## src/rtl/mer_pkg.sv

```systemverilog
// Shared types and constants for the midpoint ellipse rasterizer.
// Used by the channel interfaces, the sequencer, the multiplier and the top level.
package mer_pkg;

	// Field widths fixed by the channel format
	localparam int AXIS_BITS_DEF = 9;
	localparam int CENTER_W      = 11;
	localparam int SEMI_W        = 9;
	localparam int COLOR_W       = 24;
	localparam int COORD_W       = 13;
	localparam int ORIGIN_W      = 11;
	localparam int CFG_IDX_W     = 2;

	// Configuration register indexes and reset values
	localparam logic [CFG_IDX_W-1:0] CFG_ORIGIN_X = 2'd0;
	localparam logic [CFG_IDX_W-1:0] CFG_ORIGIN_Y = 2'd1;
	localparam logic [ORIGIN_W-1:0]  ORIGIN_X_RST = 11'd640;
	localparam logic [ORIGIN_W-1:0]  ORIGIN_Y_RST = 11'd480;

	// Item opcodes
	localparam logic OP_START = 1'b0;
	localparam logic OP_STEP  = 1'b1;

	typedef enum logic [1:0] {
		RGN_ONE  = 2'd0,
		RGN_TWO  = 2'd1,
		RGN_DONE = 2'd2
	} region_t;

	typedef enum logic [4:0] {
		ST_IDLE, ST_SQA, ST_SQB, ST_INI1, ST_INI2, ST_INI3,
		ST_R1A, ST_R1B, ST_R1C, ST_R2A, ST_R2B, ST_R2C,
		ST_CHK1, ST_CHK2, ST_CHK3,
		ST_Q1, ST_Q2, ST_Q3, ST_Q4, ST_Q5, ST_Q6,
		ST_TRUNC, ST_YCHK, ST_EMIT
	} state_t;

	// Operand pair routed into the shared multiplier
	typedef enum logic [3:0] {
		MS_AA, MS_BB, MS_A2_INIT, MS_B2_X3, MS_A2_2Y, MS_A2_3Y, MS_B2_X2,
		MS_B2_X, MS_A2_Y, MS_TX2, MS_TY2, MS_B2_SQ, MS_A2_SQ, MS_A2_B2
	} mul_sel_t;

	typedef enum logic [2:0] {
		ACC_HOLD, ACC_INIT, ACC_LOAD, ACC_LOAD_RND, ACC_ADD4, ACC_SUB4
	} acc_op_t;

	typedef enum logic [1:0] {
		DEC_HOLD, DEC_ADD, DEC_ADD_IF, DEC_TRUNC
	} dec_op_t;

	typedef enum logic [1:0] {
		STEP_HOLD, STEP_ONE, STEP_IF
	} step_t;

	typedef enum logic [1:0] {
		FLAG_HOLD, FLAG_GE0, FLAG_LE0
	} flag_op_t;

	// Sequencer to datapath
	typedef struct packed {
		mul_sel_t mul_sel;
		logic     ld_a2;
		logic     ld_b2;
		logic     ld_sq;
		acc_op_t  acc_op;
		dec_op_t  dec_op;
		step_t    x_step;
		step_t    y_step;
		flag_op_t flag_op;
		logic     rgn_ld;
		region_t  rgn_val;
		logic     emit;
		logic     idle;
	} ctrl_t;

	// Datapath to sequencer
	typedef struct packed {
		logic    start;
		logic    step;
		region_t region;
		logic    ge;
		logic    y_zero;
		logic    out_free;
		logic    emit_last;
	} stat_t;

endpackage

```

## src/rtl/mer_mul.sv

```systemverilog
// Shared signed multiplier with operand routing and a registered product.
// Depends on mer_pkg for the operand select codes.
module mer_mul #(
	parameter int AXIS_BITS = mer_pkg::AXIS_BITS_DEF
) (
	input  logic                                 clk,
	input  mer_pkg::mul_sel_t                    sel,
	input  logic [AXIS_BITS-1:0]                 a,
	input  logic [AXIS_BITS-1:0]                 b,
	input  logic [2*AXIS_BITS-1:0]               a2,
	input  logic [2*AXIS_BITS-1:0]               b2,
	input  logic [AXIS_BITS:0]                   x,
	input  logic [AXIS_BITS:0]                   y,
	input  logic [2*AXIS_BITS+3:0]               sq,
	output logic signed [2*(2*AXIS_BITS+5)-1:0]  p_q
);
	localparam int OW = 2*AXIS_BITS + 5;
	localparam int PW = 2*OW;
	localparam logic signed [OW-1:0] K_ONE   = OW'(1);
	localparam logic signed [OW-1:0] K_TWO   = OW'(2);
	localparam logic signed [OW-1:0] K_THREE = OW'(3);

	logic signed [OW-1:0] as, bs, a2s, b2s, xs, ys, sqs;
	logic signed [OW-1:0] opa, opb;

	// Widen every source to the common signed operand width
	always_comb begin
		as  = $signed(OW'(a));
		bs  = $signed(OW'(b));
		a2s = $signed(OW'(a2));
		b2s = $signed(OW'(b2));
		xs  = $signed(OW'(x));
		ys  = $signed(OW'(y));
		sqs = $signed(OW'(sq));
	end

	// Route the operand pair for this step
	always_comb begin
		case (sel)
			mer_pkg::MS_AA: begin
				opa = as;  opb = as;
			end
			mer_pkg::MS_BB: begin
				opa = bs;  opb = bs;
			end
			mer_pkg::MS_A2_INIT: begin
				opa = a2s; opb = K_ONE - (bs <<< 2);
			end
			mer_pkg::MS_B2_X3: begin
				opa = b2s; opb = (xs <<< 1) + K_THREE;
			end
			mer_pkg::MS_A2_2Y: begin
				opa = a2s; opb = K_TWO - (ys <<< 1);
			end
			mer_pkg::MS_A2_3Y: begin
				opa = a2s; opb = K_THREE - (ys <<< 1);
			end
			mer_pkg::MS_B2_X2: begin
				opa = b2s; opb = (xs <<< 1) + K_TWO;
			end
			mer_pkg::MS_B2_X: begin
				opa = b2s; opb = xs;
			end
			mer_pkg::MS_A2_Y: begin
				opa = a2s; opb = ys;
			end
			mer_pkg::MS_TX2: begin
				opa = (xs <<< 1) + K_ONE; opb = (xs <<< 1) + K_ONE;
			end
			mer_pkg::MS_TY2: begin
				opa = ys - K_ONE; opb = ys - K_ONE;
			end
			mer_pkg::MS_B2_SQ: begin
				opa = b2s; opb = sqs;
			end
			mer_pkg::MS_A2_SQ: begin
				opa = a2s; opb = sqs;
			end
			mer_pkg::MS_A2_B2: begin
				opa = a2s; opb = b2s;
			end
			default: begin
				opa = '0;  opb = '0;
			end
		endcase
	end

	// Register the product
	always_ff @(posedge clk) begin
		p_q <= PW'(opa) * PW'(opb);
	end
endmodule

```

## config.mk

```make
export PLATFORM = sky130hd
export DESIGN_NAME = mer_mul
export DESIGN_NICKNAME = d
export VERILOG_FILES = /design/src/rtl/mer_pkg.sv /design/src/rtl/mer_mul.sv
export SDC_FILE = /design/constraint.sdc
export NUM_CORES = 1
export LEC_CHECK = 0
export BUFFER_PORTS_ARGS = -buffer_cell sky130_fd_sc_hd__clkbuf_2
export CORE_UTILIZATION = 42
export CTS_CLUSTER_SIZE = 24
export DETAILED_ROUTE_END_ITERATION = 16
export PLACE_DENSITY = 0.59
export SYNTH_ARGS = -nofsm -noshare
export SYNTH_HDL_FRONTEND = slang
export SYNTH_SLANG_ARGS = --single-unit
export TNS_END_PERCENT = 10
```

## constraint.sdc

```tcl
create_clock -name clk -period 10.55 [get_ports clk]
set_input_delay 2.11 -clock clk [delete_from_list [all_inputs] [get_ports clk]]
set_output_delay 2.11 -clock clk [all_outputs]
set_load 0.03 [all_outputs]
```

# Word level (Yosys, flattened, before mapping)
# Index checks and enable logic that the tools add are counted.
dict set report word_totals {
  register_bits 46
  input_bits 101
  out_inout_bits 46
  elab_cells 28
}
dict set report op_classes {
  n_addsub 7
  n_mul 1
  eq_ne 13
  n_mux 2
  reduce_logical 4
}
# operator n
set ops {}
lappend ops {{case mux 23 bit (13 select lines)} 1}
lappend ops {{case mux 23 bit (6 select lines)} 1}
lappend ops {{multiplier 23 x 23 -> 46 bit} 1}
lappend ops {{adder 11 x 2 -> 12 bit (second input constant)} 2}
lappend ops {{== test 4 bit (second input constant)} 6}
lappend ops {{subtractor 2 x 11 -> 12 bit (first input constant)} 2}
lappend ops {{== test 4 x 3 -> 1 bit (second input constant)} 4}
lappend ops {{adder 11 x 1 -> 12 bit (second input constant)} 1}
lappend ops {{subtractor 1 x 11 -> 12 bit (first input constant)} 1}
lappend ops {{subtractor 10 x 1 -> 11 bit (second input constant)} 1}
lappend ops {{== test 4 x 2 -> 1 bit (second input constant)} 2}
lappend ops {{OR reduction 6 bit} 1}
lappend ops {{== test 4 x 1 -> 1 bit (second input constant)} 1}
lappend ops {{zero test 4 bit} 1}
lappend ops {{OR reduction 4 bit} 1}
lappend ops {{OR reduction 2 bit} 1}

# Logic depth before layout (Yosys ltp)
dict set report depth {
  depth_word 4
  depth_mapped 36
  mapped_depth_nobuf 34
}

# Least setup slack after synthesis
# Ideal clock, no wire load.
dict set report synth_timing {
  kind {input to register}
  start {in sel[0]}
  end {reg p_q[41]}
  setup_time_ns 0.125
  arrival_time_ns 10.344
  t_required_ns 10.425
  path_slack_ns 0.081
  path_stages 33
  cell_sequence {buf_1 buf_1 mux2i_1 o21ai_0 a22oi_1 o21ai_0 a211oi_1 clkbuf_1 nor2_1 fa_1 inv_1 fa_1 inv_1 fa_1 inv_1 fa_1 inv_1 fa_1 fa_1 inv_1 fa_1 inv_1 ha_1 clkbuf_1 a21o_1 a21o_1 a221oi_1 o31ai_1 o21bai_1 a211oi_1 o21ai_0 a31oi_1 xnor2_1}
}
dict set report synth_via {
  elab_chain_len 4
  word_cells_on_any_way 20
}
# item line
set synth_rtl {}
lappend synth_rtl {{from (decl)} mer_mul.sv:7} ;# input mer_pkg::mul_sel_t sel,
lappend synth_rtl {{== test 4 bit, or another cell as far along} mer_mul.sv:39} ;# case (sel)
lappend synth_rtl {{OR reduction 6 bit (no line), or another cell as far along} --}
lappend synth_rtl {{case mux 23 bit (6 select lines) / case mux 23 bit (13 select lines) (equally long branches)} mer_mul.sv:39}
lappend synth_rtl {{multiplier 23 x 23 -> 46 bit *} mer_mul.sv:90} ;# p_q <= PW'(opa) * PW'(opb);
lappend synth_rtl {{to (signal assigned)} mer_mul.sv:90}
lappend synth_rtl {{to (decl)} mer_mul.sv:15} ;# output logic signed [2*(2*AXIS_BITS+5)-1:0] p_q
# Every way passes the cells marked *; elsewhere a longest branch is shown, timed or not.

# Worst setup path after layout
dict set report layout_timing {
  start {in b[3]}
  end {reg p_q[38]}
}
dict set report layout_via {
  elab_chain_len 3
  word_cells_on_any_way 4
}
# item line
set layout_rtl {}
lappend layout_rtl {{from (decl)} mer_mul.sv:9} ;# input logic [AXIS_BITS-1:0] b,
lappend layout_rtl {{subtractor 1 x 11 -> 12 bit} mer_mul.sv:47} ;# opa = a2s; opb = K_ONE - (bs <<< 2);
lappend layout_rtl {{case mux 23 bit (13 select lines)} mer_mul.sv:39}
lappend layout_rtl {{multiplier 23 x 23 -> 46 bit *} mer_mul.sv:90}
# Marked as above.

==> out/qor.yml <==
outcome: "finished, final reports clean"
worst-path-max-fanout: 18
largest_reg_flops: 46
end_kind: "flip-flop"
grt_max_degree: 35
ios: 147
crit_buf_inv: 6
rows: 80
routed_wl_um: 68800
grt_pass1_vias: 19100
final_max_slew_viol_count: 0
track_usage_pct: 29.8
synthTopCellsByArea: "fa_1 49%, inv_1 11%, ha_1 7.8%, nand2_1 5.0%, dfxtp_1 4.5%"
dr.pass1.iters: 5
viasPerCell: 5.18
worstMarginPinSlew_ns: 0.970
finalCriticalPeriod_ns: 10.35
syn_inst: 2298
slew_headroom_pct: 35.3
synth-seq-cells: 46
mostFrequentLayoutCells: "581 x inv_1, 500 x fa_1, 293 x buf_4, 268 x nand2_1, 235 x nor2_1"
fillers: 4562
synth_seq_area_share_pct: 4.55
synth-edff-count: 0
die_h_um: 222
initial_utilization_pct: 42.5
largest-register: "p_q"
peakVddDrop_v: 0.000327
hold_violations: 0
dp_hpwl_um: 60800
critPathMaxStageDelay_ns: 0.56
synthesis.area_sq_mm: 0.0203
cts.sinks: 46
vias: 17000
hold_path.class: "input pin to flip-flop"
place_ws_ns: -0.398
cp_slowest_cell: "fa_1"
ys_types: 58
die_x_um: 222
fmax_mhz: 96.6
cp_top_family: "adder cells"
syn_to_final_growth_pct: 19.0
grt_antenna_before_repair: 6
ant_nets: 0
layout_setup_ws_ns: 0.195
cp.required_ns: 10.83
cp_common_cell: "fa_1"
nNetsFinal: 3392
avgSynthCellArea_sq_um: 8.82
cts_buffers: 5
final_area_sq_mm: 0.0241
synth_top_area_share_pct: 49.4
grt_pass1_wl_um: 110000
leakagePower_nw: 12.9
rsz0062_at_grt: "yes"
ys.flop_type: "dfxtp_1"
power.density_mw_per_mm2: 264
final_core_util_pct: 50.6
synth_top_area_cell: "fa_1"
setup_viol: 0
drive_above_1_share_pct: 18.6
io_buffer_count: 146
grt-ovfl-total: 0
clk_pin_slew_worst_paths_ns: 0.10
placed_area_sq_mm: 0.0239
max_cap_violations: 0
fin_tns_setup_ns: 0
arrival_ns: 10.64
wire_per_inst_um: 20.9
worstSetupPathType: "input pin to flip-flop"
critPathLaunchType: "input pin"
cts_buffer_depth: 2
synthArstFlopShare_pct: 0
core_sq_mm: 0.0476
drc: 0
fin_crit_sh_pct: 98.2
cts_tree: "built"
yosys_warnings: 0
finalPower_w: 0.00636
final_common_cell: "inv_1"
drt_iter0_drc: 990
cts-htree-levels: 2
gp_congestion: 0.977
cts_root_buf: "clkbuf_16"
syn_nets: 3026
dieArea_sq_mm: 0.0491
largest_registers: "p_q x46"
[layer usage]
| layer | wire (um) | track usage, % | share of wire, % | vias up |
|---|---|---|---|---|
| met2 | 34100 | 51.6 | 50 | 560 |
| met5 | 0 | 0 | 0 | - |
| li1 | - | - | - | 7635 |
| met1 | 28400 | 38.4 | 41 | 8722 |
| met3 | 3740 | 3.47 | 5.4 | 113 |
| met4 | 2580 | 11.0 | 3.7 | 0 |
[repair_timing]
item	in CTS	in global routing
gates resized for setup	3	9
buffers inserted	0	2
hold buffers	0	0
setup endpoints to repair	3	9
pin swaps	0	1
[cell families (layout without fill, tap and decap cells)]
family	Yosys count	after routing	synth area share [%]
compound gates	234	234	8.55
xor+xnor	71	71	3.07
fa+ha+maj	627	627	57.2
buf+inv	675	1042	12.7
flops	46	46	4.55
mux	10	10	0.494
other cells	0	5	0
simple gates	635	635	13.4
[cell usage after synthesis (8+ instances only)]
| library cell | number |
|---|---|
| o21ai_0 | 30 |
| a221o_1 | 27 |
| a21oi_1 | 49 |
| a21o_1 | 29 |
| nand2b_1 | 13 |
| clkbuf_1 | 69 |
| a221oi_1 | 20 |
| nor3_1 | 12 |
| nand2_1 | 268 |
| xnor2_1 | 43 |
| and2_1 | 23 |
| fa_1 | 500 |
| or2_2 | 8 |
| nand3_1 | 17 |
| ha_1 | 127 |
| inv_1 | 581 |
| nor2b_1 | 11 |
| nand4_1 | 10 |
| buf_2 | 11 |
| mux2i_1 | 10 |
| xor2_1 | 28 |
| nor2_1 | 235 |
| dfxtp_1 | 46 |
| and3_1 | 20 |
| a31oi_1 | 9 |
[tightest hold or removal path: stages]
cell      delay [ns]
clkbuf_2        0.10
a221oi_2        0.06
buf_4           0.23
nor2_1          0.15
[power breakdown]
part           internal, W  switching (W)
combinational      0.00257        0.00325
sequential        0.000302      0.0000204
clock             0.000115       0.000109
total              0.00299        0.00338
[path summary, 6_finish.rpt]
kind,startpoint,endpoint,cells past startpoint,slack [ns]
min,a2[0],p_q[0],4,2.35
max,b[3],p_q[38],29,0.20
[final cells by class]
class | count | area, sq um | area share [%]
flip-flops and latches | 46 | 921 | 3.82
diodes | 5 | 12.5 | 0.0519
inverters | 582 | 2180 | 9.06
clock buffers | 5 | 125 | 0.519
multi-input cells | 1577 | 16800 | 69.9
repair buffers | 452 | 3190 | 13.2
clock inverters | 3 | 47.5 | 0.197
well taps | 615 | 769 | 3.19
[stage by stage]
step | cells | hold slack, ns
final | 3285 | 2.35
after global routing | 3285 | 2.39
after CTS | 3278 | 2.33
after detailed placement | 3270 | 2.55
after global placement | 3270 | 2.55
after floorplan | 2298 | 2.40
Note: power is estimated with default switching activity, not from simulation.
