$ cat src/rtl/mer_pkg.sv
// Shared types and constants for the midpoint ellipse rasterizer.
// Used by the channel interfaces, the sequencer, the multiplier and the top level.
package mer_pkg;

	// Field widths fixed by the channel format
	localparam int AXIS_BITS_DEF = 9;
	localparam int CENTER_W      = 11;
	localparam int SEMI_W        = 9;
	localparam int COLOR_W       = 24;
	localparam int COORD_W       = 13;
	localparam int ORIGIN_W      = 11;
	localparam int CFG_IDX_W     = 2;

	// Configuration register indexes and reset values
	localparam logic [CFG_IDX_W-1:0] CFG_ORIGIN_X = 2'd0;
	localparam logic [CFG_IDX_W-1:0] CFG_ORIGIN_Y = 2'd1;
	localparam logic [ORIGIN_W-1:0]  ORIGIN_X_RST = 11'd640;
	localparam logic [ORIGIN_W-1:0]  ORIGIN_Y_RST = 11'd480;

	// Item opcodes
	localparam logic OP_START = 1'b0;
	localparam logic OP_STEP  = 1'b1;

	typedef enum logic [1:0] {
		RGN_ONE  = 2'd0,
		RGN_TWO  = 2'd1,
		RGN_DONE = 2'd2
	} region_t;

	typedef enum logic [4:0] {
		ST_IDLE, ST_SQA, ST_SQB, ST_INI1, ST_INI2, ST_INI3,
		ST_R1A, ST_R1B, ST_R1C, ST_R2A, ST_R2B, ST_R2C,
		ST_CHK1, ST_CHK2, ST_CHK3,
		ST_Q1, ST_Q2, ST_Q3, ST_Q4, ST_Q5, ST_Q6,
		ST_TRUNC, ST_YCHK, ST_EMIT
	} state_t;

	// Operand pair routed into the shared multiplier
	typedef enum logic [3:0] {
		MS_AA, MS_BB, MS_A2_INIT, MS_B2_X3, MS_A2_2Y, MS_A2_3Y, MS_B2_X2,
		MS_B2_X, MS_A2_Y, MS_TX2, MS_TY2, MS_B2_SQ, MS_A2_SQ, MS_A2_B2
	} mul_sel_t;

	typedef enum logic [2:0] {
		ACC_HOLD, ACC_INIT, ACC_LOAD, ACC_LOAD_RND, ACC_ADD4, ACC_SUB4
	} acc_op_t;

	typedef enum logic [1:0] {
		DEC_HOLD, DEC_ADD, DEC_ADD_IF, DEC_TRUNC
	} dec_op_t;

	typedef enum logic [1:0] {
		STEP_HOLD, STEP_ONE, STEP_IF
	} step_t;

	typedef enum logic [1:0] {
		FLAG_HOLD, FLAG_GE0, FLAG_LE0
	} flag_op_t;

	// Sequencer to datapath
	typedef struct packed {
		mul_sel_t mul_sel;
		logic     ld_a2;
		logic     ld_b2;
		logic     ld_sq;
		acc_op_t  acc_op;
		dec_op_t  dec_op;
		step_t    x_step;
		step_t    y_step;
		flag_op_t flag_op;
		logic     rgn_ld;
		region_t  rgn_val;
		logic     emit;
		logic     idle;
	} ctrl_t;

	// Datapath to sequencer
	typedef struct packed {
		logic    start;
		logic    step;
		region_t region;
		logic    ge;
		logic    y_zero;
		logic    out_free;
		logic    emit_last;
	} stat_t;

endpackage

$ cat src/rtl/mer_ctrl.sv
// Sequencer of the rasterizer: walks the multiply/accumulate steps of one item.
// Depends on mer_pkg for the state, status and control types.
module mer_ctrl (
	input  logic            clk,
	input  logic            arst_n,
	input  mer_pkg::stat_t  stat,
	output mer_pkg::ctrl_t  ctrl
);
	mer_pkg::state_t state_q, state_d;

	// Hold the current step
	always_ff @(posedge clk or negedge arst_n) begin
		if (!arst_n) begin
			state_q <= mer_pkg::ST_IDLE;
		end else begin
			state_q <= state_d;
		end
	end

	// Next step
	always_comb begin
		state_d = state_q;
		case (state_q)
			mer_pkg::ST_IDLE: begin
				if (stat.start) begin
					state_d = mer_pkg::ST_SQA;
				end else if (stat.step && stat.region == mer_pkg::RGN_ONE) begin
					state_d = mer_pkg::ST_R1A;
				end else if (stat.step && stat.region == mer_pkg::RGN_TWO) begin
					state_d = mer_pkg::ST_R2A;
				end
			end
			mer_pkg::ST_SQA:  state_d = mer_pkg::ST_SQB;
			mer_pkg::ST_SQB:  state_d = mer_pkg::ST_INI1;
			mer_pkg::ST_INI1: state_d = mer_pkg::ST_INI2;
			mer_pkg::ST_INI2: state_d = mer_pkg::ST_INI3;
			mer_pkg::ST_INI3: state_d = mer_pkg::ST_CHK1;
			mer_pkg::ST_R1A:  state_d = mer_pkg::ST_R1B;
			mer_pkg::ST_R1B:  state_d = mer_pkg::ST_R1C;
			mer_pkg::ST_R1C:  state_d = mer_pkg::ST_CHK1;
			mer_pkg::ST_R2A:  state_d = mer_pkg::ST_R2B;
			mer_pkg::ST_R2B:  state_d = mer_pkg::ST_R2C;
			mer_pkg::ST_R2C:  state_d = mer_pkg::ST_CHK1;
			mer_pkg::ST_CHK1: begin
				state_d = (stat.region == mer_pkg::RGN_ONE) ? mer_pkg::ST_CHK2
					: mer_pkg::ST_YCHK;
			end
			mer_pkg::ST_CHK2: state_d = mer_pkg::ST_CHK3;
			mer_pkg::ST_CHK3: begin
				state_d = stat.ge ? mer_pkg::ST_Q1 : mer_pkg::ST_EMIT;
			end
			mer_pkg::ST_Q1:    state_d = mer_pkg::ST_Q2;
			mer_pkg::ST_Q2:    state_d = mer_pkg::ST_Q3;
			mer_pkg::ST_Q3:    state_d = mer_pkg::ST_Q4;
			mer_pkg::ST_Q4:    state_d = mer_pkg::ST_Q5;
			mer_pkg::ST_Q5:    state_d = mer_pkg::ST_Q6;
			mer_pkg::ST_Q6:    state_d = mer_pkg::ST_TRUNC;
			mer_pkg::ST_TRUNC: state_d = mer_pkg::ST_YCHK;
			mer_pkg::ST_YCHK:  state_d = mer_pkg::ST_EMIT;
			mer_pkg::ST_EMIT: begin
				if (stat.out_free && stat.emit_last) begin
					state_d = mer_pkg::ST_IDLE;
				end
			end
			default: state_d = mer_pkg::ST_IDLE;
		endcase
	end

	// Datapath controls for each step
	always_comb begin
		ctrl = '0;
		ctrl.mul_sel = mer_pkg::MS_AA;
		ctrl.acc_op  = mer_pkg::ACC_HOLD;
		ctrl.dec_op  = mer_pkg::DEC_HOLD;
		ctrl.x_step  = mer_pkg::STEP_HOLD;
		ctrl.y_step  = mer_pkg::STEP_HOLD;
		ctrl.flag_op = mer_pkg::FLAG_HOLD;
		ctrl.rgn_val = mer_pkg::RGN_ONE;
		case (state_q)
			mer_pkg::ST_IDLE: ctrl.idle = 1'b1;
			mer_pkg::ST_SQA:  ctrl.mul_sel = mer_pkg::MS_AA;
			mer_pkg::ST_SQB: begin
				ctrl.mul_sel = mer_pkg::MS_BB;
				ctrl.ld_a2   = 1'b1;
			end
			mer_pkg::ST_INI1: begin
				ctrl.mul_sel = mer_pkg::MS_A2_INIT;
				ctrl.ld_b2   = 1'b1;
			end
			mer_pkg::ST_INI2: ctrl.acc_op = mer_pkg::ACC_INIT;
			mer_pkg::ST_INI3: ctrl.dec_op = mer_pkg::DEC_TRUNC;
			mer_pkg::ST_R1A:  ctrl.mul_sel = mer_pkg::MS_B2_X3;
			mer_pkg::ST_R1B: begin
				ctrl.dec_op  = mer_pkg::DEC_ADD;
				ctrl.flag_op = mer_pkg::FLAG_GE0;
				ctrl.mul_sel = mer_pkg::MS_A2_2Y;
			end
			mer_pkg::ST_R1C: begin
				ctrl.dec_op = mer_pkg::DEC_ADD_IF;
				ctrl.x_step = mer_pkg::STEP_ONE;
				ctrl.y_step = mer_pkg::STEP_IF;
			end
			mer_pkg::ST_R2A: ctrl.mul_sel = mer_pkg::MS_A2_3Y;
			mer_pkg::ST_R2B: begin
				ctrl.dec_op  = mer_pkg::DEC_ADD;
				ctrl.flag_op = mer_pkg::FLAG_LE0;
				ctrl.mul_sel = mer_pkg::MS_B2_X2;
			end
			mer_pkg::ST_R2C: begin
				ctrl.dec_op = mer_pkg::DEC_ADD_IF;
				ctrl.x_step = mer_pkg::STEP_IF;
				ctrl.y_step = mer_pkg::STEP_ONE;
			end
			mer_pkg::ST_CHK1: ctrl.mul_sel = mer_pkg::MS_B2_X;
			mer_pkg::ST_CHK2: begin
				ctrl.acc_op  = mer_pkg::ACC_LOAD;
				ctrl.mul_sel = mer_pkg::MS_A2_Y;
			end
			mer_pkg::ST_CHK3: ctrl.mul_sel = mer_pkg::MS_TX2;
			mer_pkg::ST_Q1:   ctrl.mul_sel = mer_pkg::MS_TX2;
			mer_pkg::ST_Q2: begin
				ctrl.ld_sq   = 1'b1;
				ctrl.mul_sel = mer_pkg::MS_TY2;
			end
			mer_pkg::ST_Q3: begin
				ctrl.mul_sel = mer_pkg::MS_B2_SQ;
				ctrl.ld_sq   = 1'b1;
			end
			mer_pkg::ST_Q4: begin
				ctrl.acc_op  = mer_pkg::ACC_LOAD_RND;
				ctrl.mul_sel = mer_pkg::MS_A2_SQ;
			end
			mer_pkg::ST_Q5: begin
				ctrl.acc_op  = mer_pkg::ACC_ADD4;
				ctrl.mul_sel = mer_pkg::MS_A2_B2;
			end
			mer_pkg::ST_Q6:   ctrl.acc_op = mer_pkg::ACC_SUB4;
			mer_pkg::ST_TRUNC: begin
				ctrl.dec_op  = mer_pkg::DEC_TRUNC;
				ctrl.rgn_ld  = 1'b1;
				ctrl.rgn_val = mer_pkg::RGN_TWO;
			end
			mer_pkg::ST_YCHK: begin
				ctrl.rgn_ld  = (stat.region == mer_pkg::RGN_TWO) && stat.y_zero;
				ctrl.rgn_val = mer_pkg::RGN_DONE;
			end
			mer_pkg::ST_EMIT: ctrl.emit = stat.out_free;
			default: ctrl.idle = 1'b0;
		endcase
	end
endmodule

$ cat config.mk
export PLATFORM = sky130hd
export DESIGN_NAME = mer_ctrl
export DESIGN_NICKNAME = d
export VERILOG_FILES = /design/src/rtl/mer_pkg.sv /design/src/rtl/mer_ctrl.sv
export SDC_FILE = /design/constraint.sdc
export NUM_CORES = 1
export LEC_CHECK = 0
export BUFFER_PORTS_ARGS = -buffer_cell sky130_fd_sc_hd__clkbuf_2
export CAP_MARGIN = 0
export CORE_UTILIZATION = 47
export CTS_CLUSTER_SIZE = 16
export DETAILED_ROUTE_END_ITERATION = 6
export GPL_TIMING_DRIVEN = 0
export PLACE_DENSITY_LB_ADDON = 0.1
export SETUP_SLACK_MARGIN = 0.3
export SKIP_CTS_REPAIR_TIMING = 1
export SLEW_MARGIN = 20
export SYNTH_ARGS = -nofsm -noshare
export SYNTH_HDL_FRONTEND = slang
export SYNTH_SLANG_ARGS = --single-unit
export TNS_END_PERCENT = 1
$ cat constraint.sdc
create_clock -name clk -period 1.9 [get_ports clk]
set_input_delay 0.095 -clock clk [delete_from_list [all_inputs] [get_ports clk]]
set_output_delay 0.095 -clock clk [all_outputs]
set_load 0.01 [all_outputs]
-- Word level (Yosys, flattened, before mapping)
Cells that the tools add are included.
- bits in registers: 5
- bits of input ports: 10
- output and inout port bits: 23
- equal/unequal tests: 26
- muxes and demuxes: 18
- reduce and logical (&&, ||, !) cells: 13
- operators by type and width (operator ; count):
    5-bit case mux with 22 select lines ; 1
    4-bit case mux with 13 select lines ; 1
    5-bit by 4-bit equality test with 1-bit output (second input constant) ; 8
    5-bit equality test (second input constant) ; 8
    5-bit 2-to-1 mux ; 6
    5-bit by 3-bit equality test with 1-bit output (second input constant) ; 4
    3-bit case mux with 5 select lines ; 1
    5-bit by 2-bit equality test with 1-bit output (second input constant) ; 2
    2-bit OR reduction ; 5
    4-bit case mux with 2 select lines ; 1
    2-bit case mux with 3 select lines ; 1
    3-bit case mux with 2 select lines ; 1
    5-bit by 1-bit equality test with 1-bit output (second input constant) ; 1
    5-bit zero test ; 1
    1-bit 2-to-1 mux ; 5
    1-bit logical AND ; 4
    4-bit inequality test (second input constant) ; 1
    2-bit case mux with 2 select lines ; 1
    3-bit OR reduction ; 1
    2-bit by 1-bit equality test with 1-bit output (second input constant) ; 1
    2-bit zero test ; 1
    2-bit inequality test (second input constant) ; 1
    2-bit AND reduction ; 1

-- Depth between registers and ports, before layout
- depth after elaboration: 6
- depth in mapped cells: 6

-- Least setup slack after synthesis
No wires, ideal clock.
- kind: flip-flop to output port
- start point: register state_q[4]
- end point: output port ctrl[9] (netlist bit)
- data arrival time: 1440 ps
- path slack: 365 ps
- stages on the path, launching flop included: 6
- path buffers: 2
- cell sequence: dfrtp_1 -> buf_6 -> nand2b_1 -> or2_2 -> nor3_1 -> buf_4
- RTL lines (what ; line ; text):
    start: declaration ; mer_ctrl.sv:9 ; mer_pkg::state_t state_q, state_d;
    start signal: assignment ; mer_ctrl.sv:14 ; state_q <= mer_pkg::ST_IDLE;
    start signal: assignment ; mer_ctrl.sv:16 ; state_q <= state_d;
    end: declaration ; mer_ctrl.sv:7 ; output mer_pkg::ctrl_t ctrl

==> results.yml <==
run_status:
  run_status: "complete, no violations"
route:
  wl_per_cell_um: 14.80
  detail_route.wirelength_um: 2546
  final_antenna_net_count: 0
  detailedRoute.firstPassIterationCount: 4
  dr.first_iter.drc_count: 38
  drc_errors: 0
  post_drt_via_cell_ratio: 6.000
  via_count: 1032
setup_path:
  worstPathArrival_ns: 1.60
  crit_path_top_delay_cell: "sky130_fd_sc_hd__or3b_4"
  critical_path.cell_chain: "buf_6 -> or3b_4 -> o21ai_2 -> a22oi_1 -> o32ai_1 -> buf_2"
  largest_stage_delay_on_the_critical_path_ns: 0.39
  r2r_slack_ns: 0.40
  cp-start-kind: "register"
  path_class: "register to output pin"
  worst_r2r_endpoint: "state_q[0]"
  endpoint_kind: "output pin"
  reg2reg_depth: 4
  timing.critical_path.fanout_max: 7
  worst_r2r_startpoint: "state_q[2]"
  worst_ep_required_time_ns: 1.80
hold_path:
  worst_hold_path_type: "input port to register"
  timing.hold.worst.start: "stat[6]"
  whs_path_depth: 3
  capture_endpoint_of_the_worst_hold_path: "state_q[3]"
pwr:
  leakagePower_uw: 0.0005484
  pwr-share-seq_pct: 10.5
  combPwrFrac_pct: 83.5
  p_sw_uw: 1017
  powerDensity_nw_per_um2: 1768
  vdd_drop_max_mv: 1.134
  p_int_uw: 980.4
  clkPwrFrac_pct: 6.0
  sw_frac_of_total_pct: 50.92
synth:
  post-synth-top-area-fraction_pct: 15.97
  asyncSetResetFlopFracSynth_pct: 100.0
  synth.most_common_cell: "sky130_fd_sc_hd__nor2_1"
  synthesis.instances: 112
  synth.area.top_cells: "sky130_fd_sc_hd__dfrtp_1 16%, sky130_fd_sc_hd__nand2b_1 7.2%, sky130_fd_sc_hd__nor2_1 7.2%"
  synth_common_cells: "15 x sky130_fd_sc_hd__nor2_1, 9 x sky130_fd_sc_hd__nand2b_1, 7 x sky130_fd_sc_hd__a21oi_1, 7 x sky130_fd_sc_hd__nand2_1, 6 x sky130_fd_sc_hd__buf_2"
  synth_nets: 122
  synth.lib_cells_used.distinct: 41
  post_synthesis_sequential_element_count: 5
  sequential_element_share_of_the_synthesized_area_pct: 15.97
  warning_count_from_the_yosys_run: 0
  synth.avg_cell_area_um2: 6.993
  netlist.top_cell.by_area: "sky130_fd_sc_hd__dfrtp_1"
  synth_ff_type: "sky130_fd_sc_hd__dfrtp_1"
  synth_area_um2: 783.3
  synth_edf_count: 0
final_layout:
  antenna_cells: 0
  layout-drive-gt1-share_pct: 46.79
  multi_input_gate_area_um2: 608.1
  area_growth_pct: 44.25
  final-seq-area_um2: 126.4
  largest_register_ff_count: 5
  register_ranked_first_by_flip_flop_count: "state_q"
  fillerInstances: 117
  reg.largest.list: "state_q: 5 flops"
  fin_nets: 167
timing:
  max_freq_mhz: 591.1
  worst_pin_slew_ns: 0.3913
  timing_max_transition_violations_final: 0
  setup-tns-final_ns: 0
  timing.clock.skew_ns: 0.005803
  post_route_setup_slack_ns: 0.2083
  maxSlewHeadroom_pct: 73.81
  setup_repair_after_global_routing_missed_its_margin: "true"
  timing.final.setup_violations: 0
  final_hold_violation_count: 0
  post_layout_min_period_ns: 1.692
  finalCritPeriodShare_pct: 89.04
global_route:
  maximum_number_of_pins_on_one_net_before_global_route_repair: 11
  grt_first_pass_wirelength_um: 3553
  groute.usage.overall_pct: 24.74
  antenna_found_initial: 0
  globalRoute.totalOverflow: 0
  grt_pass1_vias: 830
floorplan:
  die_y_um: 42.82
  io_pins: 33
  rows: 14
  floorplan.initialDensity_pct: 51.40
  core-area_um2: 1524
  fp.dieArea_um2: 1834
  die-width_um: 42.82
place:
  gp_congestion: 0.9408
  dp_hpwl_um: 1654
  port_buffers: 32
  worst_setup_timing_slack_at_the_placement_stage_ns: 0.3214
clock_network:
  worst_setup_hold_path_clk_slew_ns: 0.04
  clock_tree.root_cell: "sky130_fd_sc_hd__clkbuf_4"
  insertion_delay_ns: 0.24
  sinks_on_clock_net: 5
  cts_max_path_buffers: 2
  cts_made_buffers: 3
  cts_tree: "done"
  clock_tree.htree_level_count: 1
flow_run:
  max_cap_viol_count: 0
[kinds of logic (layout without fill, tap and decap cells)]
logic type / Yosys count / in the layout / share of synthesized area (%)
buf+inv: 17 / 61 / 12.94
simple gates: 53 / 53 / 38.34
xor+xnor: 1 / 1 / 1.118
compound gates: 36 / 36 / 31.63
flops: 5 / 5 / 15.97
[power groups by stage]
stage          Clock, uW  Sequential [uW]  Combinational [uW]
5_1_grt              130              212                1790
6_report             120              209                1670
3_5_place_dp           0              204                1340
3_3_place_gp           0              203                1330
4_1_cts              122              203                1350
2_1_floorplan          0              191                1010
[critical path, delay by kind of cell (launching register included)]
kind                   cells  cell delay (ns)
and+or+nand+nor            1             0.39
DFF                        1             0.38
buffers and inverters      2             0.32
AOI/OAI and AO/OA          3             0.28
[layer usage]
| metal | vias to the layer above | part of all wire [%] | GRT usage, % | wire [um] |
|---|---|---|---|---|
| met5 | - | 0 | 0 | 0 |
| met4 | 0 | 0.82 | 2.500 | 21 |
| met3 | 2 | 8.4 | 5.532 | 213 |
| met2 | 67 | 50 | 39.09 | 1274 |
| met1 | 466 | 41 | 35.32 | 1038 |
| li1 | 497 | - | - | - |
[cell usage in the layout (no fill, tap or decap), types with 3 or more instances in the layout]
cell type / n
sky130_fd_sc_hd__buf_2: 4
sky130_fd_sc_hd__inv_1: 4
sky130_fd_sc_hd__a21o_1: 3
sky130_fd_sc_hd__clkbuf_4: 3
sky130_fd_sc_hd__a21oi_1: 7
sky130_fd_sc_hd__nor2_1: 11
sky130_fd_sc_hd__nand2_1: 4
sky130_fd_sc_hd__nor2_2: 3
sky130_fd_sc_hd__o22ai_1: 5
sky130_fd_sc_hd__nand2_2: 3
sky130_fd_sc_hd__nand3b_1: 3
sky130_fd_sc_hd__nand3_1: 4
sky130_fd_sc_hd__clkbuf_2: 30
sky130_fd_sc_hd__nor3_1: 4
sky130_fd_sc_hd__o21ai_0: 4
sky130_fd_sc_hd__dfrtp_1: 4
sky130_fd_sc_hd__nand2b_1: 8
sky130_fd_sc_hd__buf_4: 13
sky130_fd_sc_hd__buf_6: 5
[layout make-up]
class                   count  area share [%]
repair buffers             40           19.71
inverters                   4           1.329
multi-input cells          90           53.82
clock buffers               4           2.326
flip-flops and latches      5           11.18
plain buffers              13           9.856
well taps                  16           1.772
[worst max-delay path by stage]
stage | startpoint | end
6_report | state_q[0] | ctrl[21]
5_1_grt | state_q[1] | ctrl[21]
4_1_cts | state_q[0] | ctrl[21]
3_5_place_dp | state_q[0] | ctrl[21]
3_3_place_gp | state_q[0] | ctrl[21]
2_1_floorplan | state_q[4] | ctrl[9]
[metrics by stage]
stage	power [uW]	hold WS (ns)	instances	area [um^2]	utilization [%]
after floorplan	1199	-0.2006	112	783.3	-
after global placement	1531	-0.08828	160	963.4	63.22
after detailed placement	1545	-0.08427	160	963.4	63.22
after CTS	1674	-0.3395	164	989.7	64.94
after global routing	2134	0.1961	172	1130	74.14
final	1997	0.1785	172	1130	74.14
Power figures use the tool's default switching activity.
